File: src/hw/rtl/pca_pkg.sv
// Shared constants, payload structs and codes for the Pearson correlation accumulator.
// Used by pca_serial_alu, pearson_correlation_accumulator and tb_top; depends on nothing else.
package pca_pkg;

    localparam int MAX_PAIRS   = 4096;
    localparam int SAMPLE_BITS = 16;

    localparam int FIELD_W = 16;
    localparam int CORR_W  = 16;
    localparam int PAIRS_W = 13;
    localparam int Q_BITS  = 15;

    localparam int XW    = (SAMPLE_BITS > FIELD_W) ? SAMPLE_BITS : FIELD_W;
    localparam int CNT_W = $clog2(MAX_PAIRS + 1);
    localparam int SUM_W = SAMPLE_BITS + CNT_W;
    localparam int MAG_W = SUM_W - 1;
    localparam int SQ_W  = 2 * SAMPLE_BITS - 2 + CNT_W;
    localparam int SXY_W = SQ_W + 1;
    localparam int VW    = 2 * MAG_W;
    localparam int KW    = Q_BITS + 1;
    localparam int BIT_W = $clog2(KW);
    localparam int MPW   = (VW > 2 * KW) ? VW : 2 * KW;
    localparam int BW    = 2 * VW + 2 * KW;

    localparam int CAND_LIMIT = 2 ** Q_BITS;
    localparam int CORR_MAX   = 2 ** (CORR_W - 1) - 1;

    typedef struct packed {
        logic signed [FIELD_W-1:0] x_sample;
        logic signed [FIELD_W-1:0] y_sample;
        logic                      last_pair;
    } sample_t;

    typedef enum logic [1:0] {
        STATUS_OK         = 2'd0,
        STATUS_DEGENERATE = 2'd1,
        STATUS_OVERFLOW   = 2'd2
    } status_t;

    typedef struct packed {
        logic signed [CORR_W-1:0] correlation;
        logic [PAIRS_W-1:0]       pairs_used;
        status_t                  status;
    } result_t;

    typedef enum logic [1:0] {
        ALU_MUL = 2'd0,
        ALU_ADD = 2'd1,
        ALU_SUB = 2'd2
    } alu_op_t;

    typedef struct packed {
        logic          start;
        alu_op_t       op;
        logic [BW-1:0] a;
        logic [BW-1:0] b;
    } alu_cmd_t;

    typedef struct packed {
        logic          busy;
        logic          ge;
        logic [BW-1:0] result;
    } alu_rsp_t;

endpackage

File: src/hw/rtl/pca_serial_alu.sv
// Serial shift-and-add multiplier that also performs single-step add and subtract.
// Depends on pca_pkg for the widths and the command and response structs.
module pca_serial_alu
    import pca_pkg::*;
(
    input  logic     clk,
    input  logic     rst_n,
    input  alu_cmd_t cmd,
    output alu_rsp_t rsp
);

    logic [BW-1:0]  acc_reg, acc_next;
    logic [BW-1:0]  mcand_reg, mcand_next;
    logic [MPW-1:0] mplier_reg, mplier_next;
    logic           sub_reg, sub_next;
    logic           ge_reg, ge_next;
    logic [BW-1:0]  addend;
    logic [BW-1:0]  sum;
    logic           carry;

    assign addend         = sub_reg ? ~mcand_reg : mcand_reg;
    assign {carry, sum}   = {1'b0, acc_reg} + {1'b0, addend} + {{BW{1'b0}}, sub_reg};

    always_comb
    begin
        acc_next    = acc_reg;
        mcand_next  = mcand_reg;
        mplier_next = mplier_reg;
        sub_next    = sub_reg;
        ge_next     = ge_reg;
        if (cmd.start)
        begin
            case (cmd.op)
                ALU_MUL:
                begin
                    acc_next    = '0;
                    mcand_next  = cmd.a;
                    mplier_next = cmd.b[MPW-1:0];
                    sub_next    = 1'b0;
                end
                ALU_ADD:
                begin
                    acc_next    = cmd.a;
                    mcand_next  = cmd.b;
                    mplier_next = MPW'(1);
                    sub_next    = 1'b0;
                end
                ALU_SUB:
                begin
                    acc_next    = cmd.a;
                    mcand_next  = cmd.b;
                    mplier_next = MPW'(1);
                    sub_next    = 1'b1;
                end
                default:
                begin
                    mplier_next = '0;
                end
            endcase
        end
        else if (mplier_reg != '0)
        begin
            if (mplier_reg[0])
            begin
                acc_next = sum;
                ge_next  = carry;
            end
            mcand_next  = mcand_reg << 1;
            mplier_next = mplier_reg >> 1;
        end
    end

    always_ff @(posedge clk or negedge rst_n)
    begin
        if (!rst_n)
        begin
            mplier_reg <= '0;
            sub_reg    <= 1'b0;
            ge_reg     <= 1'b0;
        end
        else
        begin
            mplier_reg <= mplier_next;
            sub_reg    <= sub_next;
            ge_reg     <= ge_next;
        end
    end

    always_ff @(posedge clk)
    begin
        acc_reg   <= acc_next;
        mcand_reg <= mcand_next;
    end

    assign rsp.busy   = (mplier_reg != '0);
    assign rsp.ge     = ge_reg;
    assign rsp.result = acc_reg;

endmodule

File: src/hw/rtl/pearson_correlation_accumulator.sv
// Top level: accumulates sample pairs and sequences the final correlation on the last pair.
// Depends on pca_pkg and on pca_serial_alu.
//
//   Channel   Handshake                        Payload
//   sample    sample_valid / sample_stall      sample_t: x_sample, y_sample, last_pair
//   result    result_valid / result_stall      result_t: correlation, pairs_used, status
//
// A pair is taken in ST_IDLE, then passes ST_ACC_XX, ST_ACC_YY and ST_ACC_XY through the single sample multiplier.
// On the last pair the serial unit, one multiplier bit per cycle, works out the variances
// and, unless the set is degenerate, the covariance and a sixteen-step search for r.
// Reset clears the count, the sums, the overflow flag and result_valid at once; there is no clearing pass.
// A result waits in its output register while new pairs are taken; only the next result
// waits for result_stall to drop.
module pearson_correlation_accumulator
    import pca_pkg::*;
(
    input  logic    clk,
    input  logic    rst_n,
    input  logic    sample_valid,
    output logic    sample_stall,
    input  sample_t sample,
    output logic    result_valid,
    input  logic    result_stall,
    output result_t result
);

    typedef enum logic [6:0] {
        ST_IDLE   = 7'b0000001,
        ST_ACC_XX = 7'b0000010,
        ST_ACC_YY = 7'b0000100,
        ST_ACC_XY = 7'b0001000,
        ST_ISSUE  = 7'b0010000,
        ST_WAIT   = 7'b0100000,
        ST_DONE   = 7'b1000000
    } state_t;

    typedef enum logic [3:0] {
        SP_NSXX = 4'd0,
        SP_SX2  = 4'd1,
        SP_VA   = 4'd2,
        SP_NSYY = 4'd3,
        SP_SY2  = 4'd4,
        SP_VB   = 4'd5,
        SP_NSXY = 4'd6,
        SP_SXSY = 4'd7,
        SP_COV  = 4'd8,
        SP_NEG  = 4'd9,
        SP_COV2 = 4'd10,
        SP_VAB  = 4'd11,
        SP_K2   = 4'd12,
        SP_LHS  = 4'd13,
        SP_CMP  = 4'd14
    } step_t;

    state_t state_reg, state_next;
    step_t  step_reg, step_next;
    logic [BIT_W-1:0] bit_reg, bit_next;

    logic [CNT_W-1:0]        count_reg, count_next;
    logic signed [SUM_W-1:0] sum_x_reg, sum_x_next;
    logic signed [SUM_W-1:0] sum_y_reg, sum_y_next;
    logic [SQ_W-1:0]         sum_xx_reg, sum_xx_next;
    logic [SQ_W-1:0]         sum_yy_reg, sum_yy_next;
    logic signed [SXY_W-1:0] sum_xy_reg, sum_xy_next;
    logic                    ovf_reg, ovf_next;
    logic                    result_valid_reg, result_valid_next;

    logic signed [SAMPLE_BITS-1:0] x_reg, x_next, y_reg, y_next;
    logic                          last_reg, last_next;
    logic [VW-1:0]                 r0_reg, r0_next;
    logic [VW-1:0]                 va_reg, va_next;
    logic [VW-1:0]                 vb_reg, vb_next;
    logic [VW-1:0]                 c_reg, c_next;
    logic                          csign_reg, csign_next;
    logic                          neg_reg, neg_next;
    logic                          degen_reg, degen_next;
    logic [BW-1:0]                 t_reg, t_next;
    logic [2*VW-1:0]               ab_reg, ab_next;
    logic [2*KW-1:0]               k2_reg, k2_next;
    logic [KW-1:0]                 m_reg, m_next;
    result_t                       result_reg, result_next;

    logic [XW-1:0]                   x_field, y_field;
    logic signed [SAMPLE_BITS-1:0]   x_in, y_in, mul_a, mul_b;
    logic signed [2*SAMPLE_BITS-1:0] prod;
    logic [SUM_W-1:0]                neg_x, neg_y;
    logic [SXY_W-1:0]                neg_xy;
    logic [MAG_W-1:0]                mag_x, mag_y;
    logic [SQ_W-1:0]                 mag_xy;
    logic                            psign, qsign;
    logic [KW-1:0]                   cand;
    logic [KW:0]                     k_wide;
    logic [KW-1:0]                   k_val;
    logic                            cand_ok;
    logic [VW-1:0]                   vb_new;
    logic [CORR_W-1:0]               corr_val;
    logic                            load;

    alu_cmd_t alu_cmd;
    alu_rsp_t alu_rsp;

    pca_serial_alu u_alu
    (
        .clk   (clk),
        .rst_n (rst_n),
        .cmd   (alu_cmd),
        .rsp   (alu_rsp)
    );

    assign x_field = XW'($unsigned(sample.x_sample));
    assign y_field = XW'($unsigned(sample.y_sample));
    assign x_in    = x_field[SAMPLE_BITS-1:0];
    assign y_in    = y_field[SAMPLE_BITS-1:0];

    assign mul_a = (state_reg == ST_ACC_YY) ? y_reg : x_reg;
    assign mul_b = (state_reg == ST_ACC_XX) ? x_reg : y_reg;
    assign prod  = mul_a * mul_b;

    assign neg_x  = -sum_x_reg;
    assign neg_y  = -sum_y_reg;
    assign neg_xy = -sum_xy_reg;
    assign mag_x  = sum_x_reg[SUM_W-1] ? neg_x[MAG_W-1:0] : sum_x_reg[MAG_W-1:0];
    assign mag_y  = sum_y_reg[SUM_W-1] ? neg_y[MAG_W-1:0] : sum_y_reg[MAG_W-1:0];
    assign mag_xy = sum_xy_reg[SXY_W-1] ? neg_xy[SQ_W-1:0] : sum_xy_reg[SQ_W-1:0];
    assign psign  = sum_xy_reg[SXY_W-1];
    assign qsign  = sum_x_reg[SUM_W-1] ^ sum_y_reg[SUM_W-1];

    assign cand    = m_reg | (KW'(1) << bit_reg);
    assign cand_ok = (cand <= KW'(CAND_LIMIT));
    assign k_wide  = {cand, 1'b0} - (KW + 1)'(1);
    assign k_val   = k_wide[KW-1:0];

    assign vb_new = alu_rsp.ge ? alu_rsp.result[VW-1:0] : '0;

    always_comb
    begin
        alu_cmd.start = (state_reg == ST_ISSUE) && !((step_reg == SP_K2) && !cand_ok);
        alu_cmd.op    = ALU_MUL;
        alu_cmd.a     = '0;
        alu_cmd.b     = '0;
        case (step_reg)
            SP_NSXX:
            begin
                alu_cmd.a = BW'(sum_xx_reg);
                alu_cmd.b = BW'(count_reg);
            end
            SP_SX2:
            begin
                alu_cmd.a = BW'(mag_x);
                alu_cmd.b = BW'(mag_x);
            end
            SP_VA, SP_VB:
            begin
                alu_cmd.op = ALU_SUB;
                alu_cmd.a  = BW'(r0_reg);
                alu_cmd.b  = alu_rsp.result;
            end
            SP_NSYY:
            begin
                alu_cmd.a = BW'(sum_yy_reg);
                alu_cmd.b = BW'(count_reg);
            end
            SP_SY2:
            begin
                alu_cmd.a = BW'(mag_y);
                alu_cmd.b = BW'(mag_y);
            end
            SP_NSXY:
            begin
                alu_cmd.a = BW'(mag_xy);
                alu_cmd.b = BW'(count_reg);
            end
            SP_SXSY:
            begin
                alu_cmd.a = BW'(mag_x);
                alu_cmd.b = BW'(mag_y);
            end
            SP_COV:
            begin
                alu_cmd.op = (psign != qsign) ? ALU_ADD : ALU_SUB;
                alu_cmd.a  = BW'(r0_reg);
                alu_cmd.b  = alu_rsp.result;
            end
            SP_NEG:
            begin
                alu_cmd.op = ALU_SUB;
                alu_cmd.b  = alu_rsp.result;
            end
            SP_COV2:
            begin
                alu_cmd.a = BW'(c_reg);
                alu_cmd.b = BW'(c_reg);
            end
            SP_VAB:
            begin
                alu_cmd.a = BW'(va_reg);
                alu_cmd.b = BW'(vb_reg);
            end
            SP_K2:
            begin
                alu_cmd.a = BW'(k_val);
                alu_cmd.b = BW'(k_val);
            end
            SP_LHS:
            begin
                alu_cmd.a = BW'(ab_reg);
                alu_cmd.b = BW'(k2_reg);
            end
            SP_CMP:
            begin
                alu_cmd.op = ALU_SUB;
                alu_cmd.a  = t_reg;
                alu_cmd.b  = alu_rsp.result;
            end
            default:
            begin
                alu_cmd.a = '0;
            end
        endcase
    end

    always_comb
    begin
        if (degen_reg)
        begin
            corr_val = '0;
        end
        else if (csign_reg)
        begin
            corr_val = CORR_W'(-m_reg);
        end
        else if (m_reg == KW'(CAND_LIMIT))
        begin
            corr_val = CORR_W'(CORR_MAX);
        end
        else
        begin
            corr_val = CORR_W'(m_reg);
        end
    end

    always_comb
    begin
        state_next  = state_reg;
        step_next   = step_reg;
        bit_next    = bit_reg;
        count_next  = count_reg;
        sum_x_next  = sum_x_reg;
        sum_y_next  = sum_y_reg;
        sum_xx_next = sum_xx_reg;
        sum_yy_next = sum_yy_reg;
        sum_xy_next = sum_xy_reg;
        ovf_next    = ovf_reg;
        x_next      = x_reg;
        y_next      = y_reg;
        last_next   = last_reg;
        r0_next     = r0_reg;
        va_next     = va_reg;
        vb_next     = vb_reg;
        c_next      = c_reg;
        csign_next  = csign_reg;
        neg_next    = neg_reg;
        degen_next  = degen_reg;
        t_next      = t_reg;
        ab_next     = ab_reg;
        k2_next     = k2_reg;
        m_next      = m_reg;
        result_next = result_reg;
        load        = 1'b0;

        case (state_reg)
            ST_IDLE:
            begin
                if (sample_valid)
                begin
                    if (count_reg == CNT_W'(MAX_PAIRS))
                    begin
                        ovf_next = 1'b1;
                        if (sample.last_pair)
                        begin
                            step_next  = SP_NSXX;
                            state_next = ST_ISSUE;
                        end
                    end
                    else
                    begin
                        x_next     = x_in;
                        y_next     = y_in;
                        last_next  = sample.last_pair;
                        state_next = ST_ACC_XX;
                    end
                end
            end
            ST_ACC_XX:
            begin
                sum_x_next  = sum_x_reg + SUM_W'(x_reg);
                sum_y_next  = sum_y_reg + SUM_W'(y_reg);
                sum_xx_next = sum_xx_reg + SQ_W'(prod[2*SAMPLE_BITS-2:0]);
                count_next  = count_reg + CNT_W'(1);
                state_next  = ST_ACC_YY;
            end
            ST_ACC_YY:
            begin
                sum_yy_next = sum_yy_reg + SQ_W'(prod[2*SAMPLE_BITS-2:0]);
                state_next  = ST_ACC_XY;
            end
            ST_ACC_XY:
            begin
                sum_xy_next = sum_xy_reg + SXY_W'(prod);
                if (last_reg)
                begin
                    step_next  = SP_NSXX;
                    state_next = ST_ISSUE;
                end
                else
                begin
                    state_next = ST_IDLE;
                end
            end
            ST_ISSUE:
            begin
                if (alu_cmd.start)
                begin
                    state_next = ST_WAIT;
                end
                else if (bit_reg == '0)
                begin
                    state_next = ST_DONE;
                end
                else
                begin
                    bit_next = bit_reg - BIT_W'(1);
                end
            end
            ST_WAIT:
            begin
                if (!alu_rsp.busy)
                begin
                    state_next = ST_ISSUE;
                    case (step_reg)
                        SP_NSXX:
                        begin
                            r0_next   = alu_rsp.result[VW-1:0];
                            step_next = SP_SX2;
                        end
                        SP_SX2:
                        begin
                            step_next = SP_VA;
                        end
                        SP_VA:
                        begin
                            va_next   = alu_rsp.ge ? alu_rsp.result[VW-1:0] : '0;
                            step_next = SP_NSYY;
                        end
                        SP_NSYY:
                        begin
                            r0_next   = alu_rsp.result[VW-1:0];
                            step_next = SP_SY2;
                        end
                        SP_SY2:
                        begin
                            step_next = SP_VB;
                        end
                        SP_VB:
                        begin
                            vb_next    = vb_new;
                            degen_next = (count_reg < CNT_W'(2)) || (va_reg == '0)
                                         || (vb_new == '0);
                            if ((count_reg < CNT_W'(2)) || (va_reg == '0) || (vb_new == '0))
                            begin
                                state_next = ST_DONE;
                            end
                            else
                            begin
                                step_next = SP_NSXY;
                            end
                        end
                        SP_NSXY:
                        begin
                            r0_next   = alu_rsp.result[VW-1:0];
                            step_next = SP_SXSY;
                        end
                        SP_SXSY:
                        begin
                            step_next = SP_COV;
                        end
                        SP_COV:
                        begin
                            r0_next   = alu_rsp.result[VW-1:0];
                            neg_next  = (psign == qsign) && !alu_rsp.ge;
                            step_next = SP_NEG;
                        end
                        SP_NEG:
                        begin
                            c_next     = neg_reg ? alu_rsp.result[VW-1:0] : r0_reg;
                            csign_next = psign ^ neg_reg;
                            step_next  = SP_COV2;
                        end
                        SP_COV2:
                        begin
                            t_next    = alu_rsp.result << (2 * KW);
                            step_next = SP_VAB;
                        end
                        SP_VAB:
                        begin
                            ab_next   = alu_rsp.result[2*VW-1:0];
                            m_next    = '0;
                            bit_next  = BIT_W'(KW - 1);
                            step_next = SP_K2;
                        end
                        SP_K2:
                        begin
                            k2_next   = alu_rsp.result[2*KW-1:0];
                            step_next = SP_LHS;
                        end
                        SP_LHS:
                        begin
                            step_next = SP_CMP;
                        end
                        SP_CMP:
                        begin
                            if (alu_rsp.ge)
                            begin
                                m_next = cand;
                            end
                            if (bit_reg == '0)
                            begin
                                state_next = ST_DONE;
                            end
                            else
                            begin
                                bit_next  = bit_reg - BIT_W'(1);
                                step_next = SP_K2;
                            end
                        end
                        default:
                        begin
                            state_next = ST_DONE;
                        end
                    endcase
                end
            end
            ST_DONE:
            begin
                if (!result_valid_reg || !result_stall)
                begin
                    load                    = 1'b1;
                    result_next.correlation = corr_val;
                    result_next.pairs_used  = PAIRS_W'(count_reg);
                    result_next.status      = ovf_reg ? STATUS_OVERFLOW
                                              : (degen_reg ? STATUS_DEGENERATE : STATUS_OK);
                    count_next  = '0;
                    sum_x_next  = '0;
                    sum_y_next  = '0;
                    sum_xx_next = '0;
                    sum_yy_next = '0;
                    sum_xy_next = '0;
                    ovf_next    = 1'b0;
                    state_next  = ST_IDLE;
                end
            end
            default:
            begin
                state_next = ST_IDLE;
            end
        endcase

        if (load)
        begin
            result_valid_next = 1'b1;
        end
        else if (!result_stall)
        begin
            result_valid_next = 1'b0;
        end
        else
        begin
            result_valid_next = result_valid_reg;
        end
    end

    always_ff @(posedge clk or negedge rst_n)
    begin
        if (!rst_n)
        begin
            state_reg        <= ST_IDLE;
            step_reg         <= SP_NSXX;
            bit_reg          <= '0;
            count_reg        <= '0;
            sum_x_reg        <= '0;
            sum_y_reg        <= '0;
            sum_xx_reg       <= '0;
            sum_yy_reg       <= '0;
            sum_xy_reg       <= '0;
            ovf_reg          <= 1'b0;
            result_valid_reg <= 1'b0;
        end
        else
        begin
            state_reg        <= state_next;
            step_reg         <= step_next;
            bit_reg          <= bit_next;
            count_reg        <= count_next;
            sum_x_reg        <= sum_x_next;
            sum_y_reg        <= sum_y_next;
            sum_xx_reg       <= sum_xx_next;
            sum_yy_reg       <= sum_yy_next;
            sum_xy_reg       <= sum_xy_next;
            ovf_reg          <= ovf_next;
            result_valid_reg <= result_valid_next;
        end
    end

    always_ff @(posedge clk)
    begin
        x_reg      <= x_next;
        y_reg      <= y_next;
        last_reg   <= last_next;
        r0_reg     <= r0_next;
        va_reg     <= va_next;
        vb_reg     <= vb_next;
        c_reg      <= c_next;
        csign_reg  <= csign_next;
        neg_reg    <= neg_next;
        degen_reg  <= degen_next;
        t_reg      <= t_next;
        ab_reg     <= ab_next;
        k2_reg     <= k2_next;
        m_reg      <= m_next;
        result_reg <= result_next;
    end

    assign sample_stall = (state_reg != ST_IDLE);
    assign result_valid = result_valid_reg;
    assign result       = result_reg;

endmodule

File: config.mk
export PLATFORM = sky130hd
export DESIGN_NAME = pearson_correlation_accumulator
export DESIGN_NICKNAME = d
export VERILOG_FILES = /design/src/hw/rtl/pca_pkg.sv /design/src/hw/rtl/pca_serial_alu.sv /design/src/hw/rtl/pearson_correlation_accumulator.sv
export SDC_FILE = /design/constraint.sdc
export NUM_CORES = 2
export LEC_CHECK = 0
export BUFFER_PORTS_ARGS = -buffer_cell sky130_fd_sc_hd__buf_2
export CAP_MARGIN = 20
export CORE_UTILIZATION = 65
export DETAILED_ROUTE_END_ITERATION = 6
export GPL_TIMING_DRIVEN = 0
export PLACE_DENSITY = 0.87
export SLEW_MARGIN = 30
export SYNTH_ARGS = -nofsm -noshare
export SYNTH_HDL_FRONTEND = slang
export SYNTH_HIERARCHICAL = 1
export SYNTH_SLANG_ARGS = --single-unit
File: constraint.sdc
create_clock -name clk -period 17.4 [get_ports clk]
set_input_delay 0.87 -clock clk [delete_from_list [all_inputs] [get_ports clk]]
set_output_delay 0.87 -clock clk [all_outputs]
set_load 0.03 [all_outputs]
==> impl_metrics.toml <==
[cts]
clockBufferDepth = 3
cts_tree = "built"
cts_max_level = 3
cts_num_sinks = 1127
clock_latency_ns = 0.82
clockRootBuffer = "clkbuf_16"
clk_pin_slew_ns = 0.06
numCtsBuffers = 117
cts_setup_buffers = 0

[detailed_routing]
drt_iter0_drc = 12700
wl_um = 319000
vias = 72515
viasPerCell = 7.14
drcViolationCount = 156
final_antenna_net_count = 0
wl_per_cell_um = 31.4
firstDrtPassIters = 7

[yosys]
synth_top_area_share_pct = 32.2
synthesis.area_um2 = 79400
netlist_instances = 8132
async_flop_share_pct = 24.5
ys_seq_area_share_pct = 40.9
syn_area_per_cell_um2 = 9.77
ys_warn_count = 6
synth_seq_cells = 1127
synth_flop_cell = "edfxtp_1"
synth_largest_area_cell = "edfxtp_1"
synth_edf_count = 851
synth_fp_nets = 8841
synth_area_leaders = "edfxtp_1 32%, dfrtp_1 8.7%, fa_1 6.8%, ha_1 6.4%, xor2_1 4.1%"
post_synth_num_cell_types = 97

[job]
drv_cap = 0

[critical_path]
rr_worst_depth = 40
path_class = "reg -> reg"
critPathMaxFanout = 10
max_stage_delay_ns = 0.84
critPathTopFamily = "adder cells"
slowest_stage = "nand4b_1"
r2r_end = "sum_xy_reg[42]"
startpoint_type = "flop"
crit_arrival_ns = 14.85
rrSetupSlack_ns = 3.29
worstPathRequired_ns = 18.14
worstSetupEndpointType = "flop"
rr_startpoint = "state_reg[1]"
worst-path-buf-inv = 9

[run_status]
status = "finished with violations"
violations = "design-rule violations"

[layout]
stdcell_count = 10158
final_cell_mix = "852 x nand2_1, 851 x edfxtp_1, 606 x a21oi_1, 589 x nor2_1, 484 x o21ai_0"
final_nets = 9131
final_common_cell = "nand2_1"
areaGrowthSynthToFinish_pct = 9.91
drive_gt1_share_pct = 6.84
post-route-util_pct = 72.4

[hold_path]
holdCritPathClass = "in -> reg"
hp-start = "sample[2]"
min_to = "y_reg[1]"
whs_path_depth = 1

[grt]
grt_use_total_pct = 51.4
grt.overflow.total = 0
grt_pass1_vias = 68740
antenna_found_initial = 26
grt_max_degree = 86
grt_pass1_wl_um = 460000

[sta]
rsz0062_at_grt = "no"
relSlewSlack_pct = 18.8
setup_viol = 0
timing.final.crit_share_pct = 81.1
hold_viol = 0
clock.fmax_mhz = 70.9
worst_slack_ns = 3.29
finalCriticalPeriod_ns = 14.11
worst_slew_pin_slew_ns = 1.22
slew_viol_final = 0
finClkSkew_ns = 0.0818

[floorplanning]
ios = 70
dieWidth_um = 352
die_h_um = 352
fp-row-count = 127
die-area_um2 = 124000
core_um2 = 121000
initial_core_util_pct = 65.9

[placement]
dp_slack_ns = 3.71
portBuffers = 69
dpl.hpwl_um = 247000
gp_congestion = 1.13
dpl.cell_count = 9909
logic make-up after synthesis:
group,share of synthesized area [%]
compound gates,17.9
xor+xnor,6.48
fa+ha+maj,13.1
buf+inv,4.16
flops,40.9
mux,3.13
simple gates,14.4
worst max-delay path by stage:
stage               slack (ns)  cells past startpoint                 to          from
finish                    3.29                     40     sum_xy_reg[42]  state_reg[1]
detailed placement        3.71                     40     sum_xy_reg[42]  state_reg[1]
global placement         -6.03                     18  u_alu/acc_reg[43]    bit_reg[3]
global route              3.05                     41     sum_xy_reg[42]  state_reg[1]
floorplan                 2.84                     18   u_alu/acc_reg[0]    bit_reg[0]
CTS                       3.62                     40     sum_xy_reg[42]  state_reg[1]
metrics by stage:
stage / area [um^2] / hold WS [ns] / setup TNS (ns)
6_report: 87300 / 0.277 / 0
5_1_grt: 87300 / 0.262 / 0
4_1_cts: 87200 / 0.267 / 0
3_5_place_dp: 83100 / 0.492 / 0
3_3_place_gp: 81800 / 0.487 / -988.22
2_1_floorplan: 79400 / 0.448 / 0
synth_stat cells (all sizes together), types with 36 or more instances:
| library cell | number |
|---|---|
| fa | 268 |
| nor3 | 88 |
| nand4 | 127 |
| and2 | 204 |
| mux2 | 58 |
| nand2b | 57 |
| o21bai | 63 |
| a21o | 179 |
| edfxtp | 851 |
| and3 | 46 |
| a221oi | 44 |
| a222oi | 61 |
| or2 | 37 |
| a31oi | 43 |
| nor4 | 73 |
| nand2 | 853 |
| mux2i | 183 |
| dfrtp | 275 |
| o31ai | 73 |
| nor2 | 594 |
| o21ai | 588 |
| o21a | 38 |
| nor2b | 36 |
| nand3 | 178 |
| buf | 76 |
| xor2 | 372 |
| a21oi | 613 |
| clkbuf | 338 |
| inv | 456 |
| a22o | 123 |
| or3 | 63 |
| a211oi | 39 |
| xnor2 | 216 |
| ha | 404 |
| a22oi | 122 |
cell type report:
type / instances / area [um^2]
diodes: 21 / 52.6
repair buffers: 171 / 1470
clock inverters: 51 / 658
clock buffers: 171 / 3420
well taps: 1612 / 2020
inverters: 456 / 1710
plain buffers: 414 / 1630
flip-flops and latches: 1127 / 32500
multi-input cells: 6135 / 43900
fillers: 8668 / 33300
metal layers:
| layer | up-vias | share of wire, % | global-route usage (%) |
|---|---|---|---|
| met5 | - | 0.083 | 0.432 |
| met4 | 30 | 9.7 | 39.6 |
| met3 | 1581 | 15 | 19.3 |
| met2 | 6252 | 41 | 73.0 |
| met1 | 34519 | 34 | 63.2 |
| li1 | 30133 | - | - |
what timing repair did:
item | in CTS | in global routing
gates resized for setup | 0 | 0
endpoints found under the hold margin | 11 | 0
hold buffers | 1 | 0
Power is not shown: default switching activity piles up to over one toggle a cycle in this logic, so the estimate is an artifact.
